$ cat config.mk
export PLATFORM = sky130hd
export DESIGN_NAME = event_wait_wake_unit
export DESIGN_NICKNAME = d
export VERILOG_FILES = /design/src/sv/evww_pkg.sv /design/src/sv/evww_front.sv /design/src/sv/evww_back.sv /design/src/sv/event_wait_wake_unit.sv
export SDC_FILE = /design/constraint.sdc
export NUM_CORES = 1
export LEC_CHECK = 0
export BUFFER_PORTS_ARGS = -buffer_cell sky130_fd_sc_hd__buf_2
export CAP_MARGIN = 5
export CORE_MARGIN = 2
export CORE_UTILIZATION = 64
export CTS_BUF_LIST = sky130_fd_sc_hd__clkbuf_8
export DETAILED_ROUTE_END_ITERATION = 8
export GPL_ROUTABILITY_DRIVEN = 0
export PLACE_DENSITY = 0.79
export SLEW_MARGIN = 10
export SYNTH_ARGS = -nofsm -noshare
export SYNTH_HDL_FRONTEND = slang
export SYNTH_SLANG_ARGS = --single-unit
$ cat constraint.sdc
create_clock -name clk -period 8.6 [get_ports clk]
set_input_delay 0.43 -clock clk [delete_from_list [all_inputs] [get_ports clk]]
set_output_delay 0.43 -clock clk [all_outputs]
set_load 0.02 [all_outputs]
$ cat src/sv/evww_pkg.sv
// ----------------------------------------------------------------------------
// evww_pkg: shared types and codes for the event wait/wake unit
// Holds the operation, event kind, command, outcome and sequencer state codes.
// ----------------------------------------------------------------------------
package evww_pkg;

	// input operation codes
	localparam logic OP_SET  = 1'b0;
	localparam logic OP_WAIT = 1'b1;

	// event kind register codes
	localparam logic KIND_AUTO   = 1'b0;
	localparam logic KIND_MANUAL = 1'b1;

	// command classes handed from the front end to the back end
	typedef enum logic [1:0] {
		CMD_WAIT_AUTO,
		CMD_WAIT_MANUAL,
		CMD_SET_AUTO,
		CMD_SET_MANUAL
	} cmd_kind_t;

	// result outcome codes
	typedef enum logic [2:0] {
		OC_GRANTED   = 3'd0,
		OC_BLOCKED   = 3'd1,
		OC_WOKEN     = 3'd2,
		OC_NO_WAITER = 3'd3,
		OC_FULL      = 3'd4
	} outcome_t;

	// back end sequencer states
	typedef enum logic [1:0] {
		ST_IDLE,
		ST_WAKE,
		ST_READ
	} back_state_t;

	// handshake between the front end queue and the back end
	typedef struct packed {
		logic      valid;
		cmd_kind_t kind;
	} cmd_ctrl_t;

endpackage

$ cat src/sv/evww_front.sv
// ----------------------------------------------------------------------------
// evww_front: input queue and command classification
// Holds the event kind register, classifies each transaction and queues it.
// ----------------------------------------------------------------------------
module evww_front import evww_pkg::*; #(
	parameter int ID_BITS = 8
) (
	input  logic               clk,
	input  logic               arst_n,
	input  logic               push,
	output logic               full,
	input  logic               operation,
	input  logic [ID_BITS-1:0] thread_id,
	input  logic               cfg_valid,
	output logic               cfg_ready,
	input  logic               cfg_data,
	output cmd_ctrl_t          cmd,
	output logic [ID_BITS-1:0] cmd_tid,
	input  logic               cmd_take
);

	logic               kind_q;
	cmd_kind_t          kind_q_arr [2];
	logic [ID_BITS-1:0] tid_q      [2];
	logic               wr_ptr_q;
	logic               rd_ptr_q;
	logic [1:0]         cnt_q;
	logic               do_push;
	logic               do_pop;
	cmd_kind_t          new_kind;

	assign cfg_ready = 1'b1;
	assign full      = (cnt_q == 2'd2);
	assign do_push   = push && !full;
	assign do_pop    = cmd_take && (cnt_q != 2'd0);

	always_comb begin
		unique case ({operation, kind_q})
			{OP_WAIT, KIND_AUTO}:   new_kind = CMD_WAIT_AUTO;
			{OP_WAIT, KIND_MANUAL}: new_kind = CMD_WAIT_MANUAL;
			{OP_SET, KIND_AUTO}:    new_kind = CMD_SET_AUTO;
			default:                new_kind = CMD_SET_MANUAL;
		endcase
	end

	always_ff @(posedge clk or negedge arst_n) begin
		if (!arst_n) begin
			kind_q   <= KIND_AUTO;
			wr_ptr_q <= 1'b0;
			rd_ptr_q <= 1'b0;
			cnt_q    <= 2'd0;
		end else begin
			if (cfg_valid && cfg_ready)
				kind_q <= cfg_data;
			if (do_push)
				wr_ptr_q <= ~wr_ptr_q;
			if (do_pop)
				rd_ptr_q <= ~rd_ptr_q;
			cnt_q <= cnt_q + {1'b0, do_push} - {1'b0, do_pop};
		end
	end

	always_ff @(posedge clk) begin
		if (do_push) begin
			kind_q_arr[wr_ptr_q] <= new_kind;
			tid_q[wr_ptr_q]      <= thread_id;
		end
	end

	assign cmd.valid = (cnt_q != 2'd0);
	assign cmd.kind  = kind_q_arr[rd_ptr_q];
	assign cmd_tid   = tid_q[rd_ptr_q];

endmodule

$ cat src/sv/evww_back.sv
// ----------------------------------------------------------------------------
// evww_back: event state, waiter queue and result queue
// Executes queued commands against the flag and the waiter FIFO memory.
// ----------------------------------------------------------------------------
module evww_back import evww_pkg::*; #(
	parameter int QUEUE_DEPTH = 16,
	parameter int ID_BITS     = 8
) (
	input  logic               clk,
	input  logic               arst_n,
	input  cmd_ctrl_t          cmd,
	input  logic [ID_BITS-1:0] cmd_tid,
	output logic               cmd_take,
	output logic               empty,
	input  logic               pop,
	output logic [2:0]         outcome,
	output logic [ID_BITS-1:0] woken_id,
	output logic               last
);

	localparam int PTR_W = $clog2(QUEUE_DEPTH);
	localparam int CNT_W = $clog2(QUEUE_DEPTH + 1);

	back_state_t        state_q, state_d;
	logic               flag_q;
	logic               manual_q;
	logic [PTR_W-1:0]   oldest_q;
	logic [CNT_W-1:0]   count_q;
	logic [ID_BITS-1:0] mem [QUEUE_DEPTH];
	logic [ID_BITS-1:0] rd_data_q;

	// result queue
	outcome_t           res_oc_q   [2];
	logic [ID_BITS-1:0] res_id_q   [2];
	logic               res_last_q [2];
	logic               res_wr_q;
	logic               res_rd_q;
	logic [1:0]         res_cnt_q;
	logic               res_space;
	logic               res_pop;

	// control from the sequencer
	logic               res_push;
	outcome_t           res_oc;
	logic [ID_BITS-1:0] res_id;
	logic               res_last;
	logic               mem_we;
	logic               flag_set;
	logic               flag_clr;
	logic               cnt_inc;
	logic               deq;
	logic               start_wake;
	logic               more;

	logic [PTR_W:0]     wsum;
	logic [PTR_W-1:0]   waddr;
	logic               q_full;
	logic               q_some;

	assign res_space = (res_cnt_q != 2'd2);
	assign res_pop   = pop && !empty;
	assign q_full    = (count_q == CNT_W'(QUEUE_DEPTH));
	assign q_some    = (count_q != '0);
	assign more      = manual_q && (count_q > CNT_W'(1));

	// tail slot, wrapped over the queue depth
	always_comb begin
		wsum = (PTR_W + 1)'(oldest_q) + (PTR_W + 1)'(count_q);
		if (wsum >= (PTR_W + 1)'(QUEUE_DEPTH))
			wsum = wsum - (PTR_W + 1)'(QUEUE_DEPTH);
		waddr = wsum[PTR_W-1:0];
	end

	// next state
	always_comb begin
		state_d = state_q;
		unique case (state_q)
			ST_IDLE: begin
				if (cmd.valid && res_space && q_some &&
				    (cmd.kind == CMD_SET_AUTO || cmd.kind == CMD_SET_MANUAL))
					state_d = ST_WAKE;
			end
			ST_WAKE: begin
				if (res_space)
					state_d = more ? ST_READ : ST_IDLE;
			end
			ST_READ: state_d = ST_WAKE;
			default: state_d = ST_IDLE;
		endcase
	end

	// sequencer outputs
	always_comb begin
		cmd_take   = 1'b0;
		res_push   = 1'b0;
		res_oc     = OC_GRANTED;
		res_id     = cmd_tid;
		res_last   = 1'b1;
		mem_we     = 1'b0;
		flag_set   = 1'b0;
		flag_clr   = 1'b0;
		cnt_inc    = 1'b0;
		deq        = 1'b0;
		start_wake = 1'b0;
		unique case (state_q)
			ST_IDLE: begin
				if (cmd.valid && res_space) begin
					cmd_take = 1'b1;
					unique case (cmd.kind)
						CMD_WAIT_AUTO, CMD_WAIT_MANUAL: begin
							res_push = 1'b1;
							priority if (flag_q) begin
								res_oc   = OC_GRANTED;
								flag_clr = (cmd.kind == CMD_WAIT_AUTO);
							end else if (q_full) begin
								res_oc = OC_FULL;
							end else begin
								res_oc  = OC_BLOCKED;
								mem_we  = 1'b1;
								cnt_inc = 1'b1;
							end
						end
						default: begin
							flag_set = (cmd.kind == CMD_SET_MANUAL) || !q_some;
							if (q_some) begin
								start_wake = 1'b1;
							end else begin
								res_push = 1'b1;
								res_oc   = OC_NO_WAITER;
								res_id   = '0;
							end
						end
					endcase
				end
			end
			ST_WAKE: begin
				if (res_space) begin
					res_push = 1'b1;
					res_oc   = OC_WOKEN;
					res_id   = rd_data_q;
					res_last = !more;
					deq      = 1'b1;
					flag_clr = !manual_q;
				end
			end
			default: ;
		endcase
	end

	always_ff @(posedge clk or negedge arst_n) begin
		if (!arst_n) begin
			state_q   <= ST_IDLE;
			flag_q    <= 1'b0;
			manual_q  <= 1'b0;
			oldest_q  <= '0;
			count_q   <= '0;
			res_wr_q  <= 1'b0;
			res_rd_q  <= 1'b0;
			res_cnt_q <= 2'd0;
		end else begin
			state_q <= state_d;
			if (flag_set)
				flag_q <= 1'b1;
			else if (flag_clr)
				flag_q <= 1'b0;
			if (start_wake)
				manual_q <= (cmd.kind == CMD_SET_MANUAL);
			if (cnt_inc)
				count_q <= count_q + CNT_W'(1);
			else if (deq)
				count_q <= count_q - CNT_W'(1);
			if (deq)
				oldest_q <= (oldest_q == PTR_W'(QUEUE_DEPTH - 1)) ? '0 : oldest_q + PTR_W'(1);
			if (res_push)
				res_wr_q <= ~res_wr_q;
			if (res_pop)
				res_rd_q <= ~res_rd_q;
			res_cnt_q <= res_cnt_q + {1'b0, res_push} - {1'b0, res_pop};
		end
	end

	// waiter memory: one write port, one registered read at the oldest slot
	always_ff @(posedge clk) begin
		if (mem_we)
			mem[waddr] <= cmd_tid;
		rd_data_q <= mem[oldest_q];
	end

	always_ff @(posedge clk) begin
		if (res_push) begin
			res_oc_q[res_wr_q]   <= res_oc;
			res_id_q[res_wr_q]   <= res_id;
			res_last_q[res_wr_q] <= res_last;
		end
	end

	assign empty    = (res_cnt_q == 2'd0);
	assign outcome  = res_oc_q[res_rd_q];
	assign woken_id = res_id_q[res_rd_q];
	assign last     = res_last_q[res_rd_q];

endmodule

$ cat src/sv/event_wait_wake_unit.sv
// ----------------------------------------------------------------------------
// event_wait_wake_unit: hardware event object with a FIFO of waiting threads
// Top level: front end input queue, back end sequencer with waiter memory.
// ----------------------------------------------------------------------------
// Users push set and wait transactions in at the left and pop results at the
// right, both sides behaving as queues. A two-entry command queue and a
// two-entry result queue let either side stall without holding the other.
// Flow through the back end sequencer: a wait, or a set that finds no
// waiter, is answered straight from ST_IDLE; a set that wakes a waiter
// moves to ST_WAKE to push its result, as the waiter memory is read
// through a registered port; a set on a manual-reset event alternates
// ST_WAKE and ST_READ to drain every waiter in order, the last one marked.
// The event kind is written through the cfg channel (always ready) and
// must only change while no transaction is in flight. The waiter memory
// needs no clearing pass: only slots written by a blocked wait are ever read.
// ----------------------------------------------------------------------------
module event_wait_wake_unit import evww_pkg::*; #(
	parameter int QUEUE_DEPTH = 16,
	parameter int ID_BITS     = 8
) (
	input  logic               clk,
	input  logic               arst_n,
	// input queue side
	input  logic               push,
	output logic               full,
	input  logic               operation,
	input  logic [ID_BITS-1:0] thread_id,
	// configuration write channel
	input  logic               cfg_valid,
	output logic               cfg_ready,
	input  logic               cfg_data,
	// result queue side
	output logic               empty,
	input  logic               pop,
	output logic [2:0]         outcome,
	output logic [ID_BITS-1:0] woken_id,
	output logic               last
);

	// command handoff between the two halves
	cmd_ctrl_t          cmd;
	logic [ID_BITS-1:0] cmd_tid;
	logic               cmd_take;

	// Classify each accepted transaction by operation and event kind, hold it.
	evww_front #(
		.ID_BITS (ID_BITS)
	) u_front (
		.clk       (clk),
		.arst_n    (arst_n),
		.push      (push),
		.full      (full),
		.operation (operation),
		.thread_id (thread_id),
		.cfg_valid (cfg_valid),
		.cfg_ready (cfg_ready),
		.cfg_data  (cfg_data),
		.cmd       (cmd),
		.cmd_tid   (cmd_tid),
		.cmd_take  (cmd_take)
	);

	// Advance the flag and the waiter FIFO, drop results into the result queue.
	evww_back #(
		.QUEUE_DEPTH (QUEUE_DEPTH),
		.ID_BITS     (ID_BITS)
	) u_back (
		.clk      (clk),
		.arst_n   (arst_n),
		.cmd      (cmd),
		.cmd_tid  (cmd_tid),
		.cmd_take (cmd_take),
		.empty    (empty),
		.pop      (pop),
		.outcome  (outcome),
		.woken_id (woken_id),
		.last     (last)
	);

endmodule

==> metrics, run 1 <==
Worst-Margin Slew=1.17 ns; total gr overflow=0; Critical Path Sink Type=flip-flop; HPWL after DPL=9700 um; number of remaining DRC errors=0; Die Span X=118 um; clk sink count=202; Yosys reg bits=202; Hold Fails Final Rpt=0; Clock Power Share=0.205; drt via density=6.07; Port-buffer cells=28; EDFF count, synth=172; Initial DRC Count=400; CTS root buffer=clkbuf_8; combinational power share=0.358; Sw Ratio=0.351; FMAX=316 MHz; period utilization=0.368; largest net degree at the start of global routing=39; Pleak=3.22 nW; hold_sp=thread_id[5]; Detail Route Antenna Nets=0; sequential-to-total area share from yosys stat=0.711; Async SR Flop Fraction=0.109; worst endpoint required time=8.75 ns; crit path kind=reg -> reg; First-pass DRT Iterations=5; Top FF cell, synth=edfxtp_1; RSZ-0062 raised after global routing=false; Slew Limit Fails=0; Core ar.=0.0126 mm2; maxcap violations=0; Die ar.=0.0138 mm2; outcome=completed; Ys Warns=0; Worst IR Drop VDD=0.000232 V; final WL=15,300 um; Power Density=379 mW/mm2; clock latency at the later pin of the worst-skew pair=0.54 ns; Pint=2.24 mW; top cell type's share of synthesized area=0.625; initial antenna violation count=0; CTS tree=done; Worst Hold Path Cells=1; via count of the routed design=4,269; CTS hold repair buffers=1; Inserted Clock Buffers=31; DIE HEIGHT=118 um; Area contributors post-synth=edfxtp_1 (63%), mux4_2 (8.7%), dfrtp_1 (6.7%); Boundary Pins=30; Tightest Hold Check Type=in -> reg; vias in the first global route=4,444; Tmin final=3.16 ns; cell taking the most area after synthesis=edfxtp_1; Total GRT Usage=0.234; r2r startpoint=u_back.oldest_q[0]; arrival time at the worst endpoint=3.32 ns; endpoints failing setup=0; post-synthesis instance total=460; worst min-delay path endpoint=u_front.tid_q[1][5]; total power=3.46 mW; Netlist Area Pre-Place=0.00826 mm2; Max Root-Sink Buffers=3; first-pass GRT wire length=24,600 um; Slew headroom=0.218; Area growth syn-to-layout=10.4%; Avg Inst Size Synth=18.0 um2; # nets final=535; layout cells sized above 1=0.264; Wirelength per Cell=21.8 um; Setup Skew=0.0125 ns; n_diodes=0; total setup buffers inserted after CTS=0; largest fanout on the critical path=38; post-CTS sizing=0; Initial Util=0.655; Net Switching=1.21 mW; post-synth net total=488; Cell Rows=41; H-tree Lvls=1; Reg2Reg Setup Slack=5.44 ns; Flop pwr share=0.437; Reg clk slew, reported paths=0.06 ns; Distinct cells, synth=55; R2R Path End=u_back.mem[2][1]; final hold slack=0.0832 ns; Worst Reg-to-Reg Cells=7; Worst setup SP type=flip-flop; Setup TNS Final=0 ns
[critical path: stages, from the launching register on]
cell	delay, ns
dfrtp_2	0.38
buf_4	0.32
ha_1	0.31
fa_1	0.47
xor2_1	0.17
nor2_1	0.15
mux2i_1	0.15
nor4b_2	0.81
[routing by layer]
metal  vias to the layer above  part of all wire  GRT usage
met2                       139              0.50      0.378
met4                         0             0.023     0.0700
li1                       1924                 -          -
met5                         -                 0          0
met1                      2178              0.42      0.325
met3                        28             0.056     0.0518
[synth_stat cells (3+ instances only)]
library cell  count
dfrtp_1          22
a21o_1            3
nand2_1          18
nor4b_2           4
mux4_2           32
mux2_2           24
dfxtp_1           8
nor4_1            5
a22oi_1          17
edfxtp_1        172
buf_4             3
xnor2_1          12
inv_1            13
ha_1             12
nor2b_1           5
clkbuf_1          8
buf_1             3
and3_1            4
xor2_1            3
o21ai_0           4
a21oi_1           6
a22o_1            8
nand3_1           5
nor2_1           23
buf_2             5
mux2i_1           6
[flip-flops by register name (all words and copies together), names as in the netlist, 4 cells and up]
register            cells
u_back.count_q          5
u_back.mem            128
u_back.oldest_q         4
u_back.rd_data_q        8
u_back.res_id_q        16
u_back.res_oc_q         6
u_front.kind_q_arr      4
u_front.tid_q          16
[area by class of cell]
| class | instances | area, um2 |
|---|---|---|
| timing repair buffer | 35 | 195 |
| sequential | 202 | 5880 |
| clock inverter | 26 | 129 |
| multi-input combinational | 223 | 2220 |
| fill | 807 | 3500 |
| clock buffer | 31 | 427 |
| tap | 172 | 215 |
| inverter | 14 | 53.8 |
[worst max-delay path by stage]
stage                  startpoint           endpoint
3_5_place_dp   u_back.oldest_q[0]  u_back.mem[10][0]
2_1_floorplan   u_back.count_q[0]   u_back.mem[0][0]
4_1_cts        u_back.oldest_q[0]  u_back.mem[10][1]
5_1_grt        u_back.oldest_q[0]  u_back.mem[10][7]
6_report       u_back.oldest_q[0]   u_back.mem[2][1]
3_3_place_gp   u_back.oldest_q[0]  u_back.mem[10][0]
[power groups by stage]
stage	sequential, mW	clock, mW	combinational [mW]
3_3_place_gp	1.52	0	1.21
6_report	1.51	0.709	1.24
2_1_floorplan	1.47	0	0.960
4_1_cts	1.51	0.726	1.24
3_5_place_dp	1.53	0	1.23
5_1_grt	1.54	0.773	1.36
[placed cells by master (no fill, tap or decap), types with 6 or more instances in the layout]
| cell | instances |
|---|---|
| edfxtp_1 | 172 |
| mux4_2 | 32 |
| clkbuf_8 | 31 |
| buf_2 | 28 |
| mux2_2 | 24 |
| nor2_1 | 23 |
| inv_1 | 21 |
| dfrtp_1 | 21 |
| nand2_1 | 18 |
| a22oi_1 | 17 |
| clkinv_1 | 13 |
| xnor2_1 | 12 |
| ha_1 | 12 |
| a22o_1 | 8 |
| dfxtp_1 | 8 |
| mux2i_1 | 6 |
| a21oi_1 | 6 |
| buf_4 | 6 |
[kinds of logic (layout without fill, tap and decap cells)]
logic type,count (synthesis),in the layout,synth area share
and+or+nand+nor,84,84,0.0615
AOI/OAI and AO/OA,48,48,0.0432
DFF,202,202,0.711
buffers and inverters,35,106,0.0200
adders and majority gates,13,13,0.0206
other,1,1,0.000454
xor gates and xnor gates,15,15,0.0159
muxes,62,62,0.127
[metrics by stage]
| stage | setup WS [ns] | area (um2) | utilization | cells |
|---|---|---|---|---|
| after floorplan | 5.79 | 8260 | - | 460 |
| after global placement | 5.47 | 8550 | 0.678 | 645 |
| after detailed placement | 5.42 | 8550 | 0.678 | 645 |
| after CTS | 5.41 | 9120 | 0.722 | 703 |
| after global routing | 5.16 | 9120 | 0.722 | 703 |
| final | 5.44 | 9120 | 0.722 | 703 |
Power figures use the tool's default switching activity.
==> inputs of run 2 (changes only) <==
- CORE_UTILIZATION: 64 -> 58
- PLACE_DENSITY: 0.79 -> 0.75
- clock period: 8.6 -> 2.9 ns (I/O delays scaled with it)
==> metrics, run 2 (synthesized netlist as in run 1, its figures left out) <==
outcome=completed (unchanged); pre-CTS setup slack=0.330 ns (was 5.42 ns); Slew headroom=0.442 (was 0.218); Initial Util=0.595 (was 0.655); Boundary Pins=30 (unchanged); clk sink count=202 (unchanged); First-pass DRT Iterations=5 (unchanged); Cell Rows=43 (was 41); # nets final=563 (was 535); Total GRT Usage=0.219 (was 0.234); Port-buffer cells=28 (unchanged); Top reg by flops=u_back.mem (unchanged); Detail Route Antenna Nets=0 (unchanged); total setup buffers inserted after CTS=0 (unchanged); Net Switching=3.62 mW (was 1.21 mW); Finished Core Util=0.676 (was 0.722); Tightest Hold Check Type=in -> reg (unchanged); endpoints failing setup=0 (unchanged); Sw Ratio=0.348 (was 0.351); Tmin final=2.60 ns (was 3.16 ns); Slew Limit Fails=0 (unchanged); Initial DRC Count=343 (was 400); Core ar.=0.0139 mm2 (was 0.0126 mm2); Final WS setup=0.301 ns (was 5.44 ns); RSZ-0062 raised after global routing=false (unchanged); Area growth syn-to-layout=13.6% (was 10.4%); Setup Skew=0.0132 ns (was 0.0125 ns); Max Root-Sink Buffers=3 (unchanged); commonest cells after routing, fill and taps aside=edfxtp_1 (172), clkbuf_8 (33), mux4_2 (32) (was edfxtp_1 (172), mux4_2 (32), clkbuf_8 (31)); Flop pwr share=0.428 (was 0.437); commonest non-fill, non-tap cell in the layout=edfxtp_1 (unchanged); crit path kind=reg -> reg (unchanged); DIE HEIGHT=123 um (was 118 um); Pleak=3.38 nW (was 3.22 nW); vias in the first global route=4,491 (was 4,444); Power Density=1110 mW/mm2 (was 379 mW/mm2); Inserted Clock Buffers=30 (was 31); R2R Path End=u_back.mem[8][1] (was u_back.mem[2][1]); post-route cell area=0.00939 mm2 (was 0.00912 mm2); Clock Power Share=0.206 (was 0.205); layout cells sized above 1=0.281 (was 0.264); Worst IR Drop VDD=0.000604 V (was 0.000232 V); Pint=6.77 mW (was 2.24 mW); hold_sp=pop (was thread_id[5]); Die Span X=123 um (was 118 um); max reg flops=128 (unchanged); worst min-delay path endpoint=u_back.res_rd_q (was u_front.tid_q[1][5]); FF/Latch Area=0.00588 mm2 (unchanged); r2r startpoint=u_back.count_q[1] (was u_back.oldest_q[0]); Worst Reg-to-Reg Cells=7 (unchanged); FILL cells=900 (was 807); first-pass GRT wire length=24,500 um (was 24,600 um); FMAX=385 MHz (was 316 MHz); largest fanout on the critical path=11 (was 38); Reg clk slew, reported paths=0.07 ns (was 0.06 ns); leading registers by flop count=u_back.mem x128, u_back.res_id_q x16, u_front.tid_q x16 (unchanged); worst endpoint required time=3.14 ns (was 8.75 ns); clock latency at the later pin of the worst-skew pair=0.54 ns (about the same); final WL=15,600 um (was 15,300 um); n_diodes=0 (unchanged); final hold slack=0.0262 ns (was 0.0832 ns); period utilization=0.896 (was 0.368); Hold Fails Final Rpt=0 (unchanged); initial antenna violation count=0 (unchanged); HPWL after DPL=9870 um (was 9700 um); Die ar.=0.0152 mm2 (was 0.0138 mm2); CTS tree=done (unchanged); Critical Path Sink Type=flip-flop (unchanged); Setup TNS Final=0 ns (unchanged); number of remaining DRC errors=0 (unchanged); Post-DP Area=0.00869 mm2 (was 0.00855 mm2); drt via density=5.86 (was 6.07); combinational power share=0.367 (was 0.358); total gr overflow=0 (unchanged); multi-input logic area=0.00222 mm2 (unchanged); largest net degree at the start of global routing=38 (was 39); via count of the routed design=4,327 (was 4,269); Worst-Margin Slew=0.834 ns (was 1.17 ns); Worst setup SP type=flip-flop (unchanged); Worst Hold Path Cells=3 (was 1); arrival time at the worst endpoint=2.83 ns (was 3.32 ns); CTS root buffer=clkbuf_8 (unchanged); Wirelength per Cell=21.1 um (was 21.8 um); maxcap violations=0 (unchanged); H-tree Lvls=1 (unchanged); Reg2Reg Setup Slack=0.30 ns (was 5.44 ns)
-- run 2: per-stage QoR --
stage               std cells  power [mW]
global placement          670        8.18
detailed placement        670        8.31
CTS                       739        10.5
floorplan                 460        7.22
finish                    739        10.4
global route              739        11.0
-- run 2: repair_timing --
item                                   CTS  global route
endpoints found under the hold margin   43             0
hold buffers                            13             0
resized for setup                        0             0
-- run 2: layout make-up --
type	count	share of cell area
timing repair buffer	64	0.0472
multi-input combinational	223	0.237
clock buffer	33	0.0484
clock inverter	23	0.0123
sequential	202	0.626
inverter	14	0.00573
tap	180	0.0240
-- run 2: metal layers --
metal | up-vias | track usage | part of all wire
met5 | - | 0 | 0
met4 | 0 | 0.0639 | 0.018
met3 | 32 | 0.0295 | 0.043
met2 | 125 | 0.360 | 0.50
met1 | 2194 | 0.310 | 0.44
li1 | 1976 | - | -
-- run 2: power by group through the flow --
stage	registers, mW	logic (mW)	clock network (mW)
2_1_floorplan	4.37	2.85	0
3_3_place_gp	4.47	3.71	0
3_5_place_dp	4.50	3.81	0
4_1_cts	4.44	3.84	2.18
5_1_grt	4.51	4.18	2.32
6_report	4.44	3.81	2.14
-- run 2: worst max-delay path by stage --
stage,from,to,slack [ns]
2_1_floorplan,u_back.count_q[0],u_back.mem[0][0],0.09
3_3_place_gp,u_back.count_q[1],u_back.mem[6][3],0.41
3_5_place_dp,u_back.count_q[0],u_back.mem[8][1],0.33
4_1_cts,u_back.count_q[0],u_back.mem[8][1],0.29
5_1_grt,u_back.count_q[1],u_back.mem[8][1],0.14
6_report,u_back.count_q[1],u_back.mem[8][1],0.30
-- run 2: critical path, stage by stage, from the launching register on --
cell      delay [ns]
dfrtp_1         0.47
inv_1           0.14
ha_1            0.22
and4bb_4        0.22
nor4_4          0.35
nand2_2         0.29
nor4_1          0.34
buf_4           0.24
==> inputs of run 3 (changes only) <==
- MAX_ROUTING_LAYER: default -> met4
==> metrics, run 3 (synthesized netlist as in run 1, its figures left out) <==
clock latency at the later pin of the worst-skew pair=0.54 ns (about the same); Die ar.=0.0152 mm2 (unchanged); post-CTS sizing=0 (unchanged); worst endpoint required time=3.13 ns (was 3.14 ns); Pint=6.77 mW (about the same); Pleak=3.38 nW (unchanged); Tmin final=2.65 ns (was 2.60 ns); Worst-Margin Slew=0.813 ns (was 0.834 ns); FMAX=378 MHz (was 385 MHz); Slew headroom=0.456 (was 0.442); crit path kind=reg -> reg (unchanged); Detail Route Antenna Nets=0 (unchanged); combinational power share=0.366 (was 0.367); Clock Power Share=0.206 (about the same); drt via density=5.86 (about the same); endpoints failing setup=0 (unchanged); met1 Resource Use GR=0.309 (was 0.310); maxcap violations=0 (unchanged); met3 usage=0.0295 (unchanged); CTS root buffer=clkbuf_8 (unchanged); Total GRT Usage=0.225 (was 0.219); commonest cells after routing, fill and taps aside=edfxtp_1 (172), clkbuf_8 (33), mux4_2 (32) (unchanged); clk sink count=202 (unchanged); Wirelength per Cell=21.1 um (about the same); Boundary Pins=30 (unchanged); largest fanout on the critical path=11 (unchanged); Worst setup SP type=flip-flop (unchanged); outcome=completed (unchanged); Worst IR Drop VDD=0.000605 V (was 0.000604 V); DIE HEIGHT=123 um (unchanged); critical path cell sequence=inv_1 -> ha_1 -> and4bb_4 -> nor4_4 -> nand2_2 -> nor4_1 -> buf_4 (unchanged); final hold slack=0.0256 ns (was 0.0262 ns); # nets final=563 (unchanged); largest net degree at the start of global routing=38 (unchanged); First-pass DRT Iterations=5 (unchanged); H-tree Lvls=1 (unchanged); commonest non-fill, non-tap cell in the layout=edfxtp_1 (unchanged); vias in the first global route=4,489 (was 4,491); Port-buffer cells=28 (unchanged); Initial DRC Count=330 (was 343); layout cells sized above 1=0.281 (unchanged); total gr overflow=0 (unchanged); final WL=15,600 um (about the same); Top reg by flops=u_back.mem (unchanged); Net Switching=3.62 mW (about the same); worst min-delay path endpoint=u_back.res_rd_q (unchanged); CTS tree=done (unchanged); total setup buffers inserted after CTS=0 (unchanged); period utilization=0.913 (was 0.896); Hold Fails Final Rpt=0 (unchanged); Power Density=1110 mW/mm2 (about the same); busiest grt layer=met2 (unchanged); Sw Ratio=0.348 (about the same); n_diodes=0 (unchanged); Core ar.=0.0139 mm2 (unchanged); HPWL after DPL=9870 um (unchanged); CP top delay family=simple AND/OR/NAND/NOR gates (unchanged); Tightest Hold Check Type=in -> reg (unchanged); arrival time at the worst endpoint=2.88 ns (was 2.83 ns); Slew Limit Fails=0 (unchanged); max reg flops=128 (unchanged); leading registers by flop count=u_back.mem x128, u_back.res_id_q x16, u_front.tid_q x16 (unchanged); Flop pwr share=0.428 (about the same); Area growth syn-to-layout=13.6% (unchanged); met2 Use GR=0.361 (was 0.360); RSZ-0062 raised after global routing=false (unchanged); slowest CP cell=dfrtp_1 (unchanged); Setup TNS Final=0 ns (unchanged); number of remaining DRC errors=0 (unchanged); initial antenna violation count=0 (unchanged); Inserted Clock Buffers=30 (unchanged); Worst Path Buf+Inv=2 (unchanged); slowest cell delay on critical path=0.48 ns (was 0.47 ns); Worst Reg-to-Reg Cells=7 (unchanged); Die Span X=123 um (unchanged); total power=10.4 mW (about the same); Critical Path Sink Type=flip-flop (unchanged); Max Root-Sink Buffers=3 (unchanged); Worst Hold Path Cells=3 (unchanged); r2r startpoint=u_back.count_q[1] (unchanged); Setup Skew=0.0175 ns (was 0.0132 ns); hold_sp=pop (unchanged); CTS hold repair buffers=13 (unchanged); R2R Path End=u_back.mem[8][5] (was u_back.mem[8][1]); Reg clk slew, reported paths=0.07 ns (about the same); first-pass GRT wire length=24,500 um (about the same); via count of the routed design=4,330 (was 4,327); Cell Rows=43 (unchanged); Reg2Reg Setup Slack=0.25 ns (was 0.30 ns); Initial Util=0.595 (unchanged)
[run 3: layout make-up]
type	count	area (um2)
tap	180	225
timing repair buffer	64	443
clock inverter	23	115
multi-input combinational	223	2220
clock buffer	33	454
inverter	14	53.8
fill	900	4490
sequential	202	5880
[run 3: worst max path at each step]
| stage | slack [ns] | startpoint | cells past startpoint | end |
|---|---|---|---|---|
| finish | 0.25 | u_back.count_q[1] | 7 | u_back.mem[8][5] |
| global route | 0.13 | u_back.count_q[1] | 7 | u_back.mem[8][1] |
| CTS | 0.29 | u_back.count_q[0] | 7 | u_back.mem[8][1] |
| detailed placement | 0.33 | u_back.count_q[0] | 7 | u_back.mem[8][1] |
| global placement | 0.41 | u_back.count_q[1] | 7 | u_back.mem[6][3] |
| floorplan | 0.09 | u_back.count_q[0] | 6 | u_back.mem[0][0] |
[run 3: power by group through the flow]
stage / registers [mW] / clock network, mW / logic (mW)
finish: 4.45 / 2.14 / 3.81
global route: 4.51 / 2.32 / 4.18
CTS: 4.44 / 2.18 / 3.84
detailed placement: 4.50 / 0 / 3.81
global placement: 4.47 / 0 / 3.71
floorplan: 4.37 / 0 / 2.85
[run 3: worst register-to-register path: stages, from the launching register on]
cell	delay, ns
dfrtp_1	0.48
inv_1	0.14
ha_1	0.23
and4bb_4	0.22
nor4_4	0.38
nand2_2	0.30
nor4_1	0.35
buf_4	0.24
[run 3: metal layers]
metal	routed length (um)	vias to the layer above	share of wire
met5	0	-	0
met4	269	0	0.017
met2	7890	116	0.51
met1	6860	2214	0.44
li1	-	1975	-
met3	589	25	0.038
[run 3: through the flow]
step	utilization	std cells	instance area (um2)	setup slack (ns)
after floorplan	-	460	8260	0.0901
final	0.676	739	9390	0.253
after CTS	0.676	739	9390	0.291
after global placement	0.626	670	8690	0.409
after detailed placement	0.626	670	8690	0.330
after global routing	0.676	739	9390	0.128
